### src/design/cqf_pkg.sv
// Shared types, widths and codes for the circular queue FIFO core.
// Used by the channel interfaces, the controller and the top level.
`timescale 1ns / 1ps

package cqf_pkg;

    // Storage depth used when the top level is not told otherwise.
    localparam int CQF_DEPTH_DEFAULT = 16;

    // Upper bound on the number of results that one display request may stream.
    localparam int CQF_MAX_RESULTS = 16;

    localparam int DATA_W = 32;
    localparam int CNT_W  = 5;

    typedef logic [1:0]               op_t;
    typedef logic [1:0]               status_t;
    typedef logic signed [DATA_W-1:0] data_t;
    typedef logic [CNT_W-1:0]         cnt_t;

    // Operation codes of a request.
    localparam op_t OP_ENQ  = 2'd0;
    localparam op_t OP_DEQ  = 2'd1;
    localparam op_t OP_DISP = 2'd2;

    // Status codes of a result.
    localparam status_t STATUS_OK    = 2'd0;
    localparam status_t STATUS_FULL  = 2'd1;
    localparam status_t STATUS_EMPTY = 2'd2;

    // Capacity after reset.
    localparam cnt_t CAP_RESET = 5'd16;

endpackage

### src/design/cqf_if.sv
// Valid/ready channel interfaces of the circular queue FIFO core: requests,
// results and the capacity register write. Depends on cqf_pkg.
`timescale 1ns / 1ps

interface cqf_req_if;
    logic          valid;
    logic          ready;
    cqf_pkg::op_t   op;
    cqf_pkg::data_t data;

    modport source (output valid, output op, output data, input ready);
    modport sink   (input valid, input op, input data, output ready);
endinterface

interface cqf_rsp_if;
    logic             valid;
    logic             ready;
    cqf_pkg::status_t status;
    cqf_pkg::data_t   value;
    logic             last;

    modport source (output valid, output status, output value, output last, input ready);
    modport sink   (input valid, input status, input value, input last, output ready);
endinterface

interface cqf_cfg_if;
    logic          valid;
    logic          ready;
    cqf_pkg::cnt_t data;

    modport source (output valid, output data, input ready);
    modport sink   (input valid, input data, output ready);
endinterface

### src/design/cqf_mem.sv
// Slot storage of the circular queue FIFO: one write port and one read port
// with registered read data. Depends on cqf_pkg.
`timescale 1ns / 1ps

module cqf_mem #(
    parameter int DEPTH = cqf_pkg::CQF_DEPTH_DEFAULT,
    parameter int AW    = $clog2(DEPTH)
) (
    input  logic           clk,
    input  logic           wr_en,
    input  logic [AW-1:0]  wr_addr,
    input  cqf_pkg::data_t wr_data,
    input  logic           rd_en,
    input  logic [AW-1:0]  rd_addr,
    output cqf_pkg::data_t rd_data
);
    import cqf_pkg::*;

    data_t slot_mem [DEPTH];
    data_t rd_data_reg;

    // Read data holds its value until the next read is issued.
    always_ff @(posedge clk)
    begin
        if (wr_en)
        begin
            slot_mem[wr_addr] <= wr_data;
        end
        if (rd_en)
        begin
            rd_data_reg <= slot_mem[rd_addr];
        end
    end

    assign rd_data = rd_data_reg;

endmodule

### src/design/cqf_ctrl.sv
// Queue controller: pointers, occupancy, capacity register, the walk over
// held entries and the result register. Depends on cqf_pkg and cqf_if.
`timescale 1ns / 1ps

module cqf_ctrl #(
    parameter int DEPTH = cqf_pkg::CQF_DEPTH_DEFAULT,
    parameter int AW    = $clog2(DEPTH)
) (
    input  logic           clk,
    input  logic           rst_n,
    cqf_req_if.sink        req,
    cqf_rsp_if.source      rsp,
    cqf_cfg_if.sink        cfg,
    output logic           wr_en,
    output logic [AW-1:0]  wr_addr,
    output cqf_pkg::data_t wr_data,
    output logic           rd_en,
    output logic [AW-1:0]  rd_addr,
    input  cqf_pkg::data_t rd_data
);
    import cqf_pkg::*;

    localparam int   CAP_LIM_INT = (DEPTH < CQF_MAX_RESULTS) ? DEPTH : CQF_MAX_RESULTS;
    localparam cnt_t CAP_LIM     = CNT_W'(CAP_LIM_INT);
    localparam cnt_t CNT_ONE     = CNT_W'(1);

    typedef enum logic [1:0] {
        ST_IDLE = 2'b01,
        ST_READ = 2'b10
    } state_t;

    state_t  state_reg, state_next;
    cnt_t    cap_reg, cap_next;
    cnt_t    head_reg, head_next;
    cnt_t    tail_reg, tail_next;
    cnt_t    occ_reg, occ_next;
    cnt_t    walk_ptr_reg, walk_ptr_next;
    cnt_t    walk_left_reg, walk_left_next;
    logic    out_valid_reg, out_valid_next;
    status_t out_status_reg, out_status_next;
    data_t   out_value_reg, out_value_next;
    logic    out_last_reg, out_last_next;

    cnt_t cap_eff;
    logic out_free;
    logic accept;
    logic q_full;
    logic q_empty;

    // Step a pointer by one, wrapping at the effective capacity.
    function automatic cnt_t step_ptr(input cnt_t ptr, input cnt_t cap);
        cnt_t n;
        n = ptr + CNT_ONE;
        return (n >= cap) ? '0 : n;
    endfunction

    always_comb
    begin
        if (cap_reg == '0)
        begin
            cap_eff = CNT_ONE;
        end
        else if (cap_reg > CAP_LIM)
        begin
            cap_eff = CAP_LIM;
        end
        else
        begin
            cap_eff = cap_reg;
        end
    end

    assign out_free  = !out_valid_reg || rsp.ready;
    assign req.ready = (state_reg == ST_IDLE) && out_free;
    assign accept    = req.valid && req.ready;
    assign q_full    = (occ_reg >= cap_eff);
    assign q_empty   = (occ_reg == '0);
    assign cfg.ready = 1'b1;

    assign wr_data = req.data;
    assign wr_addr = AW'(tail_reg);

    always_comb
    begin
        state_next      = state_reg;
        cap_next        = cap_reg;
        head_next       = head_reg;
        tail_next       = tail_reg;
        occ_next        = occ_reg;
        walk_ptr_next   = walk_ptr_reg;
        walk_left_next  = walk_left_reg;
        out_valid_next  = out_valid_reg && !rsp.ready;
        out_status_next = out_status_reg;
        out_value_next  = out_value_reg;
        out_last_next   = out_last_reg;
        wr_en           = 1'b0;
        rd_en           = 1'b0;
        rd_addr         = AW'(head_reg);

        unique case (state_reg)
            ST_IDLE:
            begin
                if (accept)
                begin
                    unique case (req.op) inside
                        OP_ENQ:
                        begin
                            out_valid_next = 1'b1;
                            out_last_next  = 1'b1;
                            if (q_full)
                            begin
                                out_status_next = STATUS_FULL;
                                out_value_next  = '0;
                            end
                            else
                            begin
                                wr_en           = 1'b1;
                                tail_next       = step_ptr(tail_reg, cap_eff);
                                occ_next        = occ_reg + CNT_ONE;
                                out_status_next = STATUS_OK;
                                out_value_next  = req.data;
                            end
                        end
                        OP_DEQ, OP_DISP:
                        begin
                            if (q_empty)
                            begin
                                out_valid_next  = 1'b1;
                                out_last_next   = 1'b1;
                                out_status_next = STATUS_EMPTY;
                                out_value_next  = '0;
                            end
                            else
                            begin
                                rd_en         = 1'b1;
                                walk_ptr_next = step_ptr(head_reg, cap_eff);
                                state_next    = ST_READ;
                                if (req.op == OP_DEQ)
                                begin
                                    head_next      = step_ptr(head_reg, cap_eff);
                                    occ_next       = occ_reg - CNT_ONE;
                                    walk_left_next = CNT_ONE;
                                end
                                else
                                begin
                                    walk_left_next = occ_reg;
                                end
                            end
                        end
                        default:
                        begin
                            // The spare operation code is dropped without a result.
                        end
                    endcase
                end
            end
            ST_READ:
            begin
                if (out_free)
                begin
                    out_valid_next  = 1'b1;
                    out_status_next = STATUS_OK;
                    out_value_next  = rd_data;
                    out_last_next   = (walk_left_reg == CNT_ONE);
                    if (walk_left_reg == CNT_ONE)
                    begin
                        state_next = ST_IDLE;
                    end
                    else
                    begin
                        rd_en          = 1'b1;
                        rd_addr        = AW'(walk_ptr_reg);
                        walk_ptr_next  = step_ptr(walk_ptr_reg, cap_eff);
                        walk_left_next = walk_left_reg - CNT_ONE;
                    end
                end
            end
            default:
            begin
                state_next = ST_IDLE;
            end
        endcase

        // A capacity write empties the queue.
        if (cfg.valid)
        begin
            cap_next  = cfg.data;
            head_next = '0;
            tail_next = '0;
            occ_next  = '0;
        end
    end

    always_ff @(posedge clk or negedge rst_n)
    begin
        if (!rst_n)
        begin
            state_reg     <= ST_IDLE;
            cap_reg       <= CAP_RESET;
            head_reg      <= '0;
            tail_reg      <= '0;
            occ_reg       <= '0;
            walk_ptr_reg  <= '0;
            walk_left_reg <= '0;
            out_valid_reg <= 1'b0;
        end
        else
        begin
            state_reg     <= state_next;
            cap_reg       <= cap_next;
            head_reg      <= head_next;
            tail_reg      <= tail_next;
            occ_reg       <= occ_next;
            walk_ptr_reg  <= walk_ptr_next;
            walk_left_reg <= walk_left_next;
            out_valid_reg <= out_valid_next;
        end
    end

    always_ff @(posedge clk)
    begin
        out_status_reg <= out_status_next;
        out_value_reg  <= out_value_next;
        out_last_reg   <= out_last_next;
    end

    assign rsp.valid  = out_valid_reg;
    assign rsp.status = out_status_reg;
    assign rsp.value  = out_value_reg;
    assign rsp.last   = out_last_reg;

endmodule

### src/design/circular_queue_fifo_core.sv
// Top level of the circular queue FIFO core: the slot memory and the queue
// controller. Depends on cqf_pkg, cqf_if, cqf_mem and cqf_ctrl.
`timescale 1ns / 1ps

// A circular FIFO of signed 32-bit words whose usable capacity is set by the
// capacity register (1 to the smaller of DEPTH and 16; zero counts as one and
// larger values saturate). Each request transfer on req carries an operation:
// an enqueue gives one result that echoes the stored word or reports full; a
// dequeue gives the oldest word or reports empty; a display streams every held
// word from oldest to newest, with last set on the newest, and reports empty
// once if nothing is held. Every request yields its results in order on rsp,
// each with last set on the final one; the spare operation code gives none.
// Timing: an enqueue, and any request on an empty queue, has its result
// registered in the cycle it is accepted; a dequeue or a display reads its
// words from a single memory read port with registered read data, and they
// come one per cycle while the result register is free or being emptied. A
// new request is taken once the previous one has finished and the result
// register is free or being emptied in the same cycle. A capacity write
// empties the queue and should be made only while no request is in progress.
module circular_queue_fifo_core #(
    parameter int DEPTH = cqf_pkg::CQF_DEPTH_DEFAULT
) (
    input  logic      clk,
    input  logic      rst_n,
    cqf_req_if.sink   req,
    cqf_rsp_if.source rsp,
    cqf_cfg_if.sink   cfg
);
    import cqf_pkg::*;

    localparam int AW = $clog2(DEPTH);

    logic          wr_en;
    logic [AW-1:0] wr_addr;
    data_t         wr_data;
    logic          rd_en;
    logic [AW-1:0] rd_addr;
    data_t         rd_data;

    // Slot storage, written on enqueue and read on dequeue and display.
    cqf_mem #(
        .DEPTH (DEPTH),
        .AW    (AW)
    ) u_mem (
        .clk     (clk),
        .wr_en   (wr_en),
        .wr_addr (wr_addr),
        .wr_data (wr_data),
        .rd_en   (rd_en),
        .rd_addr (rd_addr),
        .rd_data (rd_data)
    );

    // Pointer, occupancy and result handling.
    cqf_ctrl #(
        .DEPTH (DEPTH),
        .AW    (AW)
    ) u_ctrl (
        .clk     (clk),
        .rst_n   (rst_n),
        .req     (req),
        .rsp     (rsp),
        .cfg     (cfg),
        .wr_en   (wr_en),
        .wr_addr (wr_addr),
        .wr_data (wr_data),
        .rd_en   (rd_en),
        .rd_addr (rd_addr),
        .rd_data (rd_data)
    );

endmodule

### src/flat_wrapper.sv
// flat-port wrapper written by rule: the top's interface ports become plain ports
module circular_queue_fifo_core_flat import cqf_pkg::*;
#(
    parameter int DEPTH = cqf_pkg::CQF_DEPTH_DEFAULT
)
  (clk, rst_n, req_valid, req_op, req_data, req_ready, rsp_valid, rsp_status, rsp_value, rsp_last, rsp_ready, cfg_valid, cfg_data, cfg_ready);
  cqf_req_if req_i ();
  cqf_rsp_if rsp_i ();
  cqf_cfg_if cfg_i ();
  input  logic clk;
  input  logic rst_n;
  input wire logic [$bits(req_i.valid)-1:0] req_valid;
  input wire logic [$bits(req_i.op)-1:0] req_op;
  input wire logic [$bits(req_i.data)-1:0] req_data;
  output wire logic [$bits(req_i.ready)-1:0] req_ready;
  output wire logic [$bits(rsp_i.valid)-1:0] rsp_valid;
  output wire logic [$bits(rsp_i.status)-1:0] rsp_status;
  output wire logic [$bits(rsp_i.value)-1:0] rsp_value;
  output wire logic [$bits(rsp_i.last)-1:0] rsp_last;
  input wire logic [$bits(rsp_i.ready)-1:0] rsp_ready;
  input wire logic [$bits(cfg_i.valid)-1:0] cfg_valid;
  input wire logic [$bits(cfg_i.data)-1:0] cfg_data;
  output wire logic [$bits(cfg_i.ready)-1:0] cfg_ready;
  assign req_i.valid = req_valid;
  assign req_i.op = req_op;
  assign req_i.data = req_data;
  assign req_ready = req_i.ready;
  assign rsp_valid = rsp_i.valid;
  assign rsp_status = rsp_i.status;
  assign rsp_value = rsp_i.value;
  assign rsp_last = rsp_i.last;
  assign rsp_i.ready = rsp_ready;
  assign cfg_i.valid = cfg_valid;
  assign cfg_i.data = cfg_data;
  assign cfg_ready = cfg_i.ready;
  circular_queue_fifo_core #(.DEPTH(DEPTH)) u_core (.clk(clk), .rst_n(rst_n), .req(req_i), .rsp(rsp_i), .cfg(cfg_i));
endmodule
### config.mk
export PLATFORM = sky130hd
export DESIGN_NAME = circular_queue_fifo_core_flat
export DESIGN_NICKNAME = d
export VERILOG_FILES = /design/src/design/cqf_pkg.sv /design/src/design/cqf_if.sv /design/src/design/cqf_mem.sv /design/src/design/cqf_ctrl.sv /design/src/design/circular_queue_fifo_core.sv /design/src/flat_wrapper.sv
export SDC_FILE = /design/constraint.sdc
export NUM_CORES = 1
export LEC_CHECK = 0
export BUFFER_PORTS_ARGS = -buffer_cell sky130_fd_sc_hd__buf_4
export CAP_MARGIN = 40
export CORE_UTILIZATION = 45
export CTS_CLUSTER_SIZE = 14
export DETAILED_ROUTE_END_ITERATION = 10
export GPL_TIMING_DRIVEN = 0
export SYNTH_ARGS = -nofsm -noshare
export SYNTH_HDL_FRONTEND = slang
export SYNTH_HIERARCHICAL = 1
export SYNTH_SLANG_ARGS = --single-unit
### constraint.sdc
create_clock -name clk -period 6.25 [get_ports clk]
set_clock_uncertainty 0.15 [all_clocks]
set_input_delay 1.25 -clock clk [delete_from_list [all_inputs] [get_ports clk]]
set_output_delay 1.25 -clock clk [all_outputs]
set_load 0.02 [all_outputs]
==> impl_results.md, run 1 <==
* Status: complete, no violations
* Period utilization at 0.677
* Synth Area in Compound Gates at 0.0557
* TritonCTS Buffers at 66
* Post-synthesis sequential area ratio at 0.744
* Pwr Density at 326 nW/µm²
* Top-count cell post-synth: edfxtp_1
* Via count at 12400
* I/O Buffers at 80
* Cells after Synth at 1238
* Die height at 235 µm
* Post-synth cell types at 65
* Top FF cell, synth: edfxtp_1
* Post-route minimum period at 4.23 ns
* Cell breakdown of the critical path: nor3_1 -> nor2_1 -> nor2_1 -> ha_1 -> nor2b_1 -> o21ai_1 -> a31oi_1 -> buf_2 -> or3b_2 -> nor3_2 -> buf_6 -> buf_4
* Residual DRC at 0
* Worst IR Drop VDD at 0.178 mV
* # H-tree levels at 3
* Crit path required time at 6.38 ns
* Relative slew slack at 0.418
* CP bufs+invs at 3
* Hpwl dp at 35.5 mm
* Yosys Warn Count at 6
* CP Max Fanout at 13
* Ranking of synthesized cells by area: edfxtp_1 (71%), mux4_2 (12%), dfrtp_1 (3.2%)
* Final design area excluding fillers at 28600 µm²
* Leak pwr at 9.45 nW
* Fin. Hold Viols at 0
* Initial antenna violation count at 0
* Syn_nets at 1316
* Vias in the first global route at 12900
* Remaining Overflow, GRT at 0
* Mapped Area at 24500 µm²
* Deepest clock path buffer count at 3
* Layout net count at 1503
* Die area at 55300 µm²
* Setup violators final at 0
* Post-CTS setup buffers at 0
* Diode count at 0
* Critical path class: flop to flop
* Die Width at 235 µm
* Top delay family on crit path: simple AND/OR/NAND/NOR gates
* Final Power at 9.33 mW
* First-pass GRT wire length at 82.9 mm
* DRT iter0 DRCs at 1212
* Root buf cell: clkbuf_16
* Fin worst setup slack at 2.02 ns
* Area after DPL at 26700 µm²
* I/O pin cnt at 82
* Hold_buf cts at 0
* Core footprint at 53800 µm²
* Main combinational cell family by area after synthesis: multiplexers
* Max_cap viols at 0
* Post-Syn Area per Cell at 19.8 µm²
* Async SR Flop Fraction at 0.0539
* Post-synthesis xor/xnor area fraction at 0.00393
* Fmax at 236 MHz
* Number of synthesized flops with an enable pin at 579
* Core Util, Final at 0.532
* Crit path top cell by count: nor2_1
* RSZ-0062 raised after global routing: no
* Routed vias/inst at 5.71
* Worst Setup End Kind: flop
* Post-synthesis register bit count at 612
* Layout cell share with drive strength beyond 1 at 0.301
* Post-synth top cells: edfxtp_1 (579), mux4_2 (128), a22oi_1 (70)
* Largest net degree at the start of global routing at 34
* Cell accounting for the most synthesized area: edfxtp_1
* Setup crit start kind: flop
* Worst slew pin tran at 0.871 ns
* 1st-pass router iterations at 6
* Slowest cell delay on critical path at 0.62 ns
* CTS tree: done
* # resized after CTS at 0
* P&R area growth vs syn at 16.9%
* Later-pin clock latency in the skew report at 0.59 ns
* Post-synthesis mux area share at 0.123
* Clk sinks at 612
* Placement Rows at 85
* Routability Congestion at 0.776
* Synth Area in Adders at 0.0177
* Detail Route Antenna Nets at 0
* CP max-delay cell: nor3_2
* Arrival @ worst endpoint at 4.36 ns
* Reg clk slew, reported paths at 0.06 ns
* Max reg flops at 512
* Wire per inst at 25.3 µm
* Pre-CTS setup slack at 1.58 ns
* Initial Utilization at 0.455
* Min-delay worst type: flop to flop
* Total track usage at 0.204
* Slew Limit Fails at 0
* Final wirelength at 54.7 mm
* Synth top area share at 0.710
* Simple-Gate Fraction of Synth Area at 0.0304
==> routing by layer <==
metal / up-vias / track usage / part of all wire
li1: 5458 / - / -
met5: - / 0 / 0
met1: 6494 / 0.285 / 0.44
met3: 92 / 0.0332 / 0.044
met4: 0 / 0.0562 / 0.023
met2: 312 / 0.335 / 0.50
==> cells in the final DEF, fill, tap and decap left out, types with 19 or more instances in the layout <==
cell type	count
a22o_1	33
a22oi_1	70
buf_4	139
clkbuf_1	40
clkbuf_16	66
dfrtp_1	31
edfxtp_1	579
ha_1	33
inv_1	20
mux4_2	128
nand2_1	52
o21ai_0	19
==> stage by stage <==
| stage | setup TNS, ns | hold WS, ns | std cells |
|---|---|---|---|
| floorplan | 0 | 0.324 | 1238 |
| global placement | -301.84 | 0.344 | 2014 |
| detailed placement | 0 | 0.346 | 2053 |
| CTS | 0 | 0.355 | 2165 |
| global route | 0 | 0.388 | 2165 |
| finish | 0 | 0.355 | 2165 |
==> worst paths after layout <==
kind | to | slack, ns | cells after the start | from
worst max-delay path | u_core/u_mem/slot_mem[0][9] | 2.02 | 12 | u_core/u_ctrl/cap_reg[1]
worst min-delay path | u_core/u_ctrl/state_reg[0] | 0.35 | 2 | u_core/u_ctrl/state_reg[0]
worst max register to register | u_core/u_mem/slot_mem[0][9] | 2.02 | 12 | u_core/u_ctrl/cap_reg[1]
worst min register to register | u_core/u_ctrl/state_reg[0] | 0.35 | 2 | u_core/u_ctrl/state_reg[0]
max in group asynchronous | u_core/u_ctrl/cap_reg[4] | 5.14 | 1 | rst_n
min in group asynchronous | u_core/u_ctrl/rsp.valid | 0.47 | 1 | rst_n
==> worst register-to-register path, cell delays in order (launching register included) <==
cell	delay [ns]
dfrtp_1	0.40
nor3_1	0.19
nor2_1	0.06
nor2_1	0.31
ha_1	0.31
nor2b_1	0.11
o21ai_1	0.11
a31oi_1	0.31
buf_2	0.29
or3b_2	0.59
nor3_2	0.63
buf_6	0.26
buf_4	0.22
==> cell type report <==
type	instances	area (µm²)
timing repair buffer	119	1210
inverter	20	75.1
clock buffer	83	1720
tap	696	871
sequential	612	18200
buffer	93	548
fill	4208	25200
clock inverter	29	221
multi-input combinational	513	5780
==> power breakdown <==
group          total (mW)  internal [mW]  switching, mW
sequential           4.70           4.64         0.0570
combinational        1.07          0.451          0.621
clock                3.56           2.03           1.53
==> cell families after synthesis <==
kind of cell | Yosys count
xor gates and xnor gates | 11
and+or+nand+nor | 149
adders and majority gates | 34
AOI/OAI and AO/OA | 179
muxes | 139
DFF | 612
buffers and inverters | 113
other | 1
No activity file was read; power rests on OpenSTA's default activity.
==> inputs of run 2 (changes only) <==
- ABC_AREA: default -> 1
- clock period: 6.25 -> 4.45 ns (I/O delays scaled with it)
==> run 2 against run 1 <==
Net effect:
- sequential power increased by 49%
- via count grew 57%
- non-clock buffer count grew 50
- total power increased by 92%
- global-route usage grew 4.6 points
- critical path type unchanged
==> impl_results.md, run 2 <==
* Status: complete, no violations (unchanged)
* Core footprint at 60600 µm² (was 53800 µm²)
* Layout net count at 2944 (was 1503)
* # H-tree levels at 3 (unchanged)
* Reg2reg path depth at 12 (unchanged)
* Deepest clock path buffer count at 3 (unchanged)
* Period utilization at 0.914 (was 0.677)
* Core Util, Final at 0.527 (was 0.532)
* Final design area excluding fillers at 31900 µm² (was 28600 µm²)
* Top FF cell, synth: edfxtp_1 (unchanged)
* Cells after Synth at 2694 (was 1238)
* Vias in the first global route at 18900 (was 12900)
* Initial antenna violation count at 0 (unchanged)
* Metal2 WL at 36.7 mm (was 27.1 mm)
* Post-synth cell types at 35 (was 65)
* TritonCTS Buffers at 67 (was 66)
* Area after DPL at 29800 µm² (was 26700 µm²)
* Crit path required time at 4.60 ns (was 6.38 ns)
* Detail Route Antenna Nets at 0 (unchanged)
* Commonest non-fill, non-tap cell in the layout: nand2_1 (was edfxtp_1)
* RSZ-0062 raised after global routing: no (unchanged)
* Setup violators final at 0 (unchanged)
* Main combinational cell family by area after synthesis: simple AND/OR/NAND/NOR gates (was multiplexers)
* Post-CTS setup buffers at 0 (unchanged)
* Uppermost layer routed: met4 (unchanged)
* Post-Place Cells at 3579 (was 2053)
* Finished Layout Cells at 3697 (was 2165)
* Relative slew slack at 0.393 (was 0.418)
* Mapped Area at 27600 µm² (was 24500 µm²)
* Post-synthesis register bit count at 612 (unchanged)
* Ranking of synthesized cells by area: edfxtp_1 (63%), nand2_1 (12%), nand3_1 (7.6%) (was edfxtp_1 (71%), mux4_2 (12%), dfrtp_1 (3.2%))
* Total track usage at 0.250 (was 0.204)
* Worst Setup End Kind: flop (unchanged)
* Pwr Density at 560 nW/µm² (was 326 nW/µm²)
* Leak pwr at 13.7 nW (was 9.45 nW)
* Register Area at 18200 µm² (unchanged)
* Die height at 250 µm (was 235 µm)
* Wire per inst at 20.9 µm (was 25.3 µm)
* Post-route minimum period at 4.07 ns (was 4.23 ns)
* Remaining Overflow, GRT at 0 (unchanged)
* Die area at 62400 µm² (was 55300 µm²)
* Setup crit start kind: flop (unchanged)
* Syn_nets at 2772 (was 1316)
* CP startpoint: u_core/u_ctrl/cap_reg[0] (was u_core/u_ctrl/cap_reg[1])
* Synth Area in Adders at 0.0157 (was 0.0177)
* Max reg flops at 512 (unchanged)
* CP Max Fanout at 19 (was 13)
* Fin Hold WS at 0.0892 ns (was 0.355 ns)
* Metal3 WL at 6.42 mm (was 2.42 mm)
* Most frequent cells in the layout: nand2_1 (869), edfxtp_1 (579), inv_1 (441), nand3_1 (418), buf_4 (124) (was edfxtp_1 (579), buf_4 (139), mux4_2 (128), a22oi_1 (70), clkbuf_16 (66))
* P&R area growth vs syn at 15.5% (was 16.9%)
* DRT iter0 DRCs at 1866 (was 1212)
* Final wirelength at 77.4 mm (was 54.7 mm)
* Min-delay worst type: primary input to async pin (was flop to flop)
* Root buf cell: clkbuf_16 (unchanged)
* Slew Limit Fails at 0 (unchanged)
* Cell accounting for the most synthesized area: edfxtp_1 (unchanged)
* Layout cell share with drive strength beyond 1 at 0.123 (was 0.301)
* Worst slew pin tran at 0.909 ns (was 0.871 ns)
* Worst IR Drop VDD at 0.303 mV (was 0.178 mV)
* Fillcell total at 5214 (was 4208)
* Post-Syn Area per Cell at 10.3 µm² (was 19.8 µm²)
* Max_cap viols at 0 (unchanged)
* Routability Congestion at 0.855 (was 0.776)
* Residual DRC at 0 (unchanged)
* First-pass GRT wire length at 115 mm (was 82.9 mm)
* Routed vias/inst at 5.24 (was 5.71)
* 1st-pass router iterations at 6 (unchanged)
* Largest net degree at the start of global routing at 34 (unchanged)
* I/O Buffers at 80 (unchanged)
* Synth top area share at 0.629 (was 0.710)
* Critical path class: flop to flop (unchanged)
* Diode count at 0 (unchanged)
* Post-synthesis mux area share at 0 (was 0.123)
* Number of synthesized flops with an enable pin at 579 (unchanged)
* I/O pin cnt at 82 (unchanged)
* CTS tree: done (unchanged)
* Arrival @ worst endpoint at 4.21 ns (was 4.36 ns)
* Later-pin clock latency in the skew report at 0.61 ns (was 0.59 ns)
* Hpwl dp at 51.2 mm (was 35.5 mm)
* Yosys Warn Count at 6 (unchanged)
* Worst reg2reg path endpoint: u_core/u_mem/slot_mem[14][15] (was u_core/u_mem/slot_mem[0][9])
* WL met1 at 31.7 mm (was 23.9 mm)
* # resized after CTS at 0 (unchanged)
* Hold_buf cts at 0 (unchanged)
* Fin. Hold Viols at 0 (unchanged)
* Clk sinks at 612 (unchanged)
* Top-count cell post-synth: nand2_1 (was edfxtp_1)
* Placement Rows at 90 (was 85)
* Fmax at 246 MHz (was 236 MHz)
* R2R Path Start: u_core/u_ctrl/cap_reg[0] (was u_core/u_ctrl/cap_reg[1])
* Flop2flop setup slack at 0.38 ns (was 2.02 ns)
* Post-synth top cells: nand2_1 (869), edfxtp_1 (579), inv_1 (442) (was edfxtp_1 (579), mux4_2 (128), a22oi_1 (70))
* Setup TNS at 0 ns (unchanged)
* Initial Utilization at 0.456 (was 0.455)
* Die Width at 250 µm (was 235 µm)
* Post-synthesis sequential area ratio at 0.659 (was 0.744)
* Reg clk slew, reported paths at 0.06 ns (about the same)
* Synth Area in Compound Gates at 0.0124 (was 0.0557)
* Post-synthesis xor/xnor area fraction at 0.00317 (was 0.00393)
* Multi-input gate area at 6810 µm² (was 5780 µm²)
* Async SR Flop Fraction at 0.0539 (unchanged)
* Via count at 19400 (was 12400)
* Simple-Gate Fraction of Synth Area at 0.210 (was 0.0304)
==> run 2: changes by cell type after synthesis, sizes merged, moves of 13 or more <==
cell | before | now
inv | 20 | 446
buf | 70 | 137
o21ai | 24 | 54
nor2 | 29 | 48
a22oi | 70 | 0
nand2 | 52 | 869
mux4 | 128 | 0
a22o | 33 | 0
nand4 | 1 | 14
nand3 | 16 | 426
==> run 2: worst max-delay path by stage <==
stage	to	slack, ns
6_report	u_core/u_mem/slot_mem[14][15]	0.38
5_1_grt	u_core/u_mem/slot_mem[4][16]	0.16
4_1_cts	u_core/u_mem/slot_mem[8][15]	0.40
3_5_place_dp	u_core/u_mem/slot_mem[8][16]	0.42
3_3_place_gp	u_core/u_mem/slot_mem[8][18]	-1.77
2_1_floorplan	u_core/u_mem/rd_data[0]	0.79
==> run 2: critical path, stage by stage, from the launching register on <==
cell and delay, ns:
dfrtp_1 0.36, inv_1 0.11, nand4_1 0.11, a21oi_1 0.45, ha_1 0.33, inv_1 0.05, nand2_1 0.04, nand2_1 0.07
nand3_2 0.34, nor2_4 0.38, nand3_1 0.38, nor2_4 0.70, buf_12 0.27
==> run 2: cell type report <==
| cell class | count | area share |
|---|---|---|
| well taps | 782 | 0.0306 |
| clock inverters | 41 | 0.0103 |
| multi-input cells | 1476 | 0.213 |
| inverters | 447 | 0.0526 |
| flip-flops and latches | 612 | 0.570 |
| repair buffers | 103 | 0.0338 |
| clock buffers | 77 | 0.0557 |
| plain buffers | 159 | 0.0335 |
==> run 2: logic make-up (layout without fill, tap and decap cells) <==
| logic type | after synthesis | in the layout |
|---|---|---|
| AOI/OAI and AO/OA | 67 | 67 |
| xor gates and xnor gates | 10 | 10 |
| buffers and inverters | 606 | 827 |
| other | 1 | 1 |
| DFF | 612 | 612 |
| adders and majority gates | 34 | 34 |
| and+or+nand+nor | 1364 | 1364 |
==> run 2: report_power, final <==
| group | internal [mW] | total [mW] | leakage (nW) | switching, mW |
|---|---|---|---|---|
| combinational | 1.66 | 5.52 | 7.02 | 3.85 |
| clock | 3.15 | 5.38 | 1.04 | 2.24 |
| sequential | 6.85 | 6.98 | 5.67 | 0.136 |
| total | 11.7 | 17.9 | 13.7 | 6.23 |
==> run 2: per-stage QoR <==
step / worst slack [ns] / total power, mW
after detailed placement: 0.417 / 12.6
after floorplan: 0.795 / 10.4
after global routing: 0.163 / 18.7
after CTS: 0.403 / 18.0
after global placement: -1.77 / 12.4
final: 0.384 / 17.9
==> run 2: layer usage <==
metal | track usage | vias to the layer above
met1 | 0.329 | 9319
met2 | 0.410 | 828
li1 | - | 9064
met4 | 0.103 | 0
met3 | 0.0432 | 144
met5 | 0 | -
